==> src/hw/rtl/mmas_pkg.sv <==
package mmas_pkg;

  // operation codes carried by req_type; the unused code behaves as add
  localparam logic [1:0] OP_ADD = 2'd0;
  localparam logic [1:0] OP_SUB = 2'd1;
  localparam logic [1:0] OP_DBL = 2'd2;

  // configuration register indexes
  localparam int          CFG_IDX_W      = 3;
  localparam int          MOD_REGS       = 7;
  localparam logic [2:0]  REG_WORD_COUNT = 3'd7;
  localparam logic [2:0]  WORD_COUNT_RST = 3'd4;

  // sequencer states
  typedef enum logic [4:0] {
    S_IDLE = 5'b00001,
    S_FIX  = 5'b00010,
    S_CMP  = 5'b00100,
    S_SUB  = 5'b01000,
    S_EMIT = 5'b10000
  } state_t;

  // control of the shared word adder
  typedef struct packed {
    logic sub;   // 1: a - b - cin (borrow), 0: a + b + cin
    logic cin;
  } alu_ctrl_t;

endpackage

==> src/hw/rtl/mmas_alu.sv <==
module mmas_alu #(
  parameter int WORD_BITS = 64
) (
  input  logic [WORD_BITS-1:0] a,
  input  logic [WORD_BITS-1:0] b,
  input  mmas_pkg::alu_ctrl_t  ctrl,
  output logic [WORD_BITS-1:0] sum,
  output logic                 cout
);
  import mmas_pkg::*;

  logic [WORD_BITS:0] ext;

  always_comb begin
    if (ctrl.sub) begin
      ext = {1'b0, a} - {1'b0, b} - {{WORD_BITS{1'b0}}, ctrl.cin};
    end else begin
      ext = {1'b0, a} + {1'b0, b} + {{WORD_BITS{1'b0}}, ctrl.cin};
    end
  end

  // top bit is the carry for add and the borrow for subtract
  assign sum  = ext[WORD_BITS-1:0];
  assign cout = ext[WORD_BITS];

endmodule

==> config.mk <==
export PLATFORM = sky130hd
export DESIGN_NAME = mmas_alu
export DESIGN_NICKNAME = d
export VERILOG_FILES = /design/src/hw/rtl/mmas_pkg.sv /design/src/hw/rtl/mmas_alu.sv
export SDC_FILE = /design/constraint.sdc
export NUM_CORES = 1
export LEC_CHECK = 0
export ABC_AREA = 1
export BUFFER_PORTS_ARGS = -buffer_cell sky130_fd_sc_hd__buf_2
export CAP_MARGIN = 40
export CORE_MARGIN = 2
export CORE_UTILIZATION = 60
export DETAILED_ROUTE_END_ITERATION = 8
export PLACE_DENSITY_LB_ADDON = 0.1
export SLEW_MARGIN = 20
export SYNTH_ARGS = -nofsm -noshare
export SYNTH_HDL_FRONTEND = slang
export SYNTH_SLANG_ARGS = --single-unit
==> constraint.sdc <==
create_clock -name vclk -period 3.7
set_clock_uncertainty 0.2 [all_clocks]
set_input_delay 0.185 -clock vclk [all_inputs]
set_output_delay 0.185 -clock vclk [all_outputs]
set_load 0.05 [all_outputs]
### Word-level counts from Yosys, hierarchy flattened

Cells that the tools add are included.

* output and inout bits: 65
* register bits after elaboration: 0
* input bits: 130

* $add $sub $neg: 4
* multiplexer cells: 1

Operators with widths (number)
* $add 64x64->65: 1
* $add 65x1->65: 1
* $mux 65: 1
* $sub 64x64->65: 1
* $sub 65x1->65: 1

### Depth between registers and ports, before layout

* depth after elaboration: 3
* depth in mapped cells: 20
* depth with buffers taken out: 20

### Least setup slack after synthesis

No wires, ideal clock.

* kind: in2out
* start point: in a[0]
* end point: out sum[28]
* data required time: 3.315 ns
* stages on the path: 16
* arrival time: 3.373 ns
* path slack: -0.058 ns
* cells stage by stage: inv_1 -> fa_1 -> inv_1 -> ha_1 -> nor2_1 -> inv_1 -> fa_1 -> o21ai_2 -> nand2_2 -> nand3_1 -> nand3_1 -> nand2_1 -> nand2_1 -> nand2_1 -> nand2_1 -> o21ai_0

* cells in the longest elaborated chain, start to end: 3
* elaborated cells on any way between the ends: 5
* those cells by class: add/sub (4); mux (1)

Ends and longest elaborated chain
* from (decl): line mmas_alu.sv:4 `input logic [WORD_BITS-1:0] a,`
* $add 64x64->65 / $sub 64x64->65 (equally long branches): line mmas_alu.sv:18, mmas_alu.sv:16
* $add 65x1->65 / $sub 65x1->65 (equally long branches): line mmas_alu.sv:18, mmas_alu.sv:16
* $mux 65 *: line mmas_alu.sv:15 `if (ctrl.sub) begin`
* to (decl): line mmas_alu.sv:7 `output logic [WORD_BITS-1:0] sum,`

Mark *: on every way between the ends. The rest lies on a longest branch, timed or not.

### Worst setup path after layout

* start point: in a[0]
* end point: out sum[36]

Same word-level chain as after synthesis.

==> metrics.csv <==
stage;metric;value;unit
timing;fmax;0.279;GHz
drt;wirelength_met1;22.1;mm
critical_path;crit_required;3.31;ns
layout;seq_area;0;um2
critical_path;end_kind;output pin;
yosys;synthCells;2903;
floorplanning;row_count;55;
pwr;powerDensity;246;nW/um2
outcome;outcome;finished clean;
hold_path;min_path_type;input port to output pin;
placed_design;dp.cells;3391;
timing;hold_violations;0;
drt;routed_wl;55.8;mm
pwr;p_leak;0.0102;uW
critical_path;crit_fanout;4;
cts;cts_setup_buffers;0;
cts;hold_buffers;0;
critical_path;critPathBufInv;5;
drt;wl_per_cell;16.5;um
global_routing;grt_usage;0.446;
pwr;ir_drop;206;uV
yosys;synthTopCellsByArea;nand2_1, inv_1, ha_1;
layout;drive_gt1_frac;0.100;
yosys;yosysTopAreaCell;nand2_1;
layout;finalNetCount;3432;
layout;diodes;0;
floorplanning;dieHeight;155;um
drt;drt_iter0_markers;2665;
timing;slew_violations;0;
floorplanning;start_util;0.607;
layout;stdcell_count;3392;
critical_path;crit_family;adder cells;
layout;fin_util;0.675;
drt;drtAntennaViolNets;0;
drt;firstDrtPassIters;9;
floorplanning;fp.dieArea;24000;um2
critical_path;start_kind;input port;
yosys;synth_top_area_share;0.304;
layout;nClkBuffers;0;
floorplanning;core_area;22500;um2
job;max-cap-violations;0;
layout;seq_cells;0;
timing;slew_headroom;0.630;
placed_design;gp_congestion;1.19;
critical_path;arrival;3.20;ns
drt;drc;0;
yosys;synth_most_common_cell;nand2_1;
yosys;syn_area;13700;um2
critical_path;crit_path_frequent_cell;nand2_1;
drt;routed_via_density;5.48;
timing;period_needed;3.59;ns
yosys;yosys-top-cells-count;nand2_1, inv_1, nor2_1, ha_1, nand3_1;
critical_path;max_stage_delay;0.58;ns
yosys;syn_area_per_cell;4.70;um2
yosys;yosysWarnings;0;
drt;dr_wl_met3;8.77;mm
drt;vias;18600;
floorplanning;die_x;155;um
critical_path;crit_slowest_cell;fa_1;
drt;wl_met2;22.5;mm
timing;setup_viol;0;
timing;setup_tns;0;ns
yosys;synth_fp_nets;3226;
yosys;ys_types;41;
floorplanning;io_pins;195;
yosys;ys_seq_area_frac;0;
layout;area_growth;11.2;%
global_routing;overflow;0;
placed_design;dp_hpwl;49.3;mm
timing;tightestPinTransition;0.549;ns
critical_path;critPathKind;input port to output pin;
timing;rsz0062_at_grt;false;
placed_design;port_buffers;195;
global_routing;antenna_found_initial;0;
drt;routed.top_layer;met4;
timing;fin_crit_sh;0.970;
global_routing;grt_pass1_vias;16400;
global_routing;grt_pass1_wl;84.4;mm
critical_path;crit_chain;buf_2, inv_1, fa_1, inv_1, ha_1, nor2_2, inv_1, fa_2, o21ai_2, nand2_2, nand2_1, nand3_1, nand2_1, nand2_1, a21oi_1, o21ai_0, nand2_1, buf_2;
global_routing;grt_start_max_net_pins;78;
through the flow:
stage          total power [uW]  hold slack [ns]  setup WS, ns  area (um2)
3_5_place_dp               3520            0.733       -0.0441       15100
4_1_cts                    3540            0.734       0.00140       15100
3_3_place_gp               3460            0.718        0.0640       15100
5_1_grt                    3990            0.776        0.0106       15200
2_1_floorplan              2470            0.663        0.0528       13700
6_report                   3730            0.731         0.111       15200
area by class of cell:
class | count | area [um2]
multi-input cells | 2094 | 10600
well taps | 285 | 357
fillers | 2377 | 7310
repair buffers | 218 | 1220
inverters | 795 | 2980
path summary, 6_finish.rpt:
kind | startpoint | slack, ns | to | depth (start not counted)
setup / recovery | a[0] | 0.11 | sum[36] | 18
hold / removal | a[1] | 0.73 | sum[0] | 4
layout by cell type (no fill, tap or decap), types with 12 or more instances in the layout:
cell type and count:
buf_4 22, xor2_1 14, o21ai_0 88, nand3b_1 12
nand3_1 139, inv_1 788, nand2_2 37, nand4_1 15
a21oi_1 138, nor2_2 23, ha_1 189, nand2_1 1101
nor2_1 256, nor3_1 14, buf_2 182
repair_timing:
action	4_1_cts	5_1_grt
hold endpoints to repair	0	0
endpoints found under the setup margin	3	23
resized for setup	3	31
kinds of logic (layout without fill, tap and decap cells):
group / after synthesis / count (layout) / share of synthesized area
AO/OA/AOI/OAI: 253 / 253 / 0.0962
XOR/XNOR: 16 / 16 / 0.0103
adder cells (fa/ha/maj): 193 / 193 / 0.179
buffers and inverters: 809 / 1013 / 0.224
AND/OR/NAND/NOR: 1632 / 1632 / 0.490
routing by layer:
metal | global-route usage | up-vias
li1 | - | 8987
met1 | 0.616 | 8101
met2 | 0.679 | 1294
met3 | 0.106 | 196
met4 | 0.146 | 0
met5 | 0 | -
where the power goes:
group,switching [uW],leakage [uW],internal (uW)
Combinational,2690,0.0102,1040
Clock,0,0,0
Sequential,0,0,0
Total,2690,0.0102,1040
No activity file was read; power rests on OpenSTA's default activity.
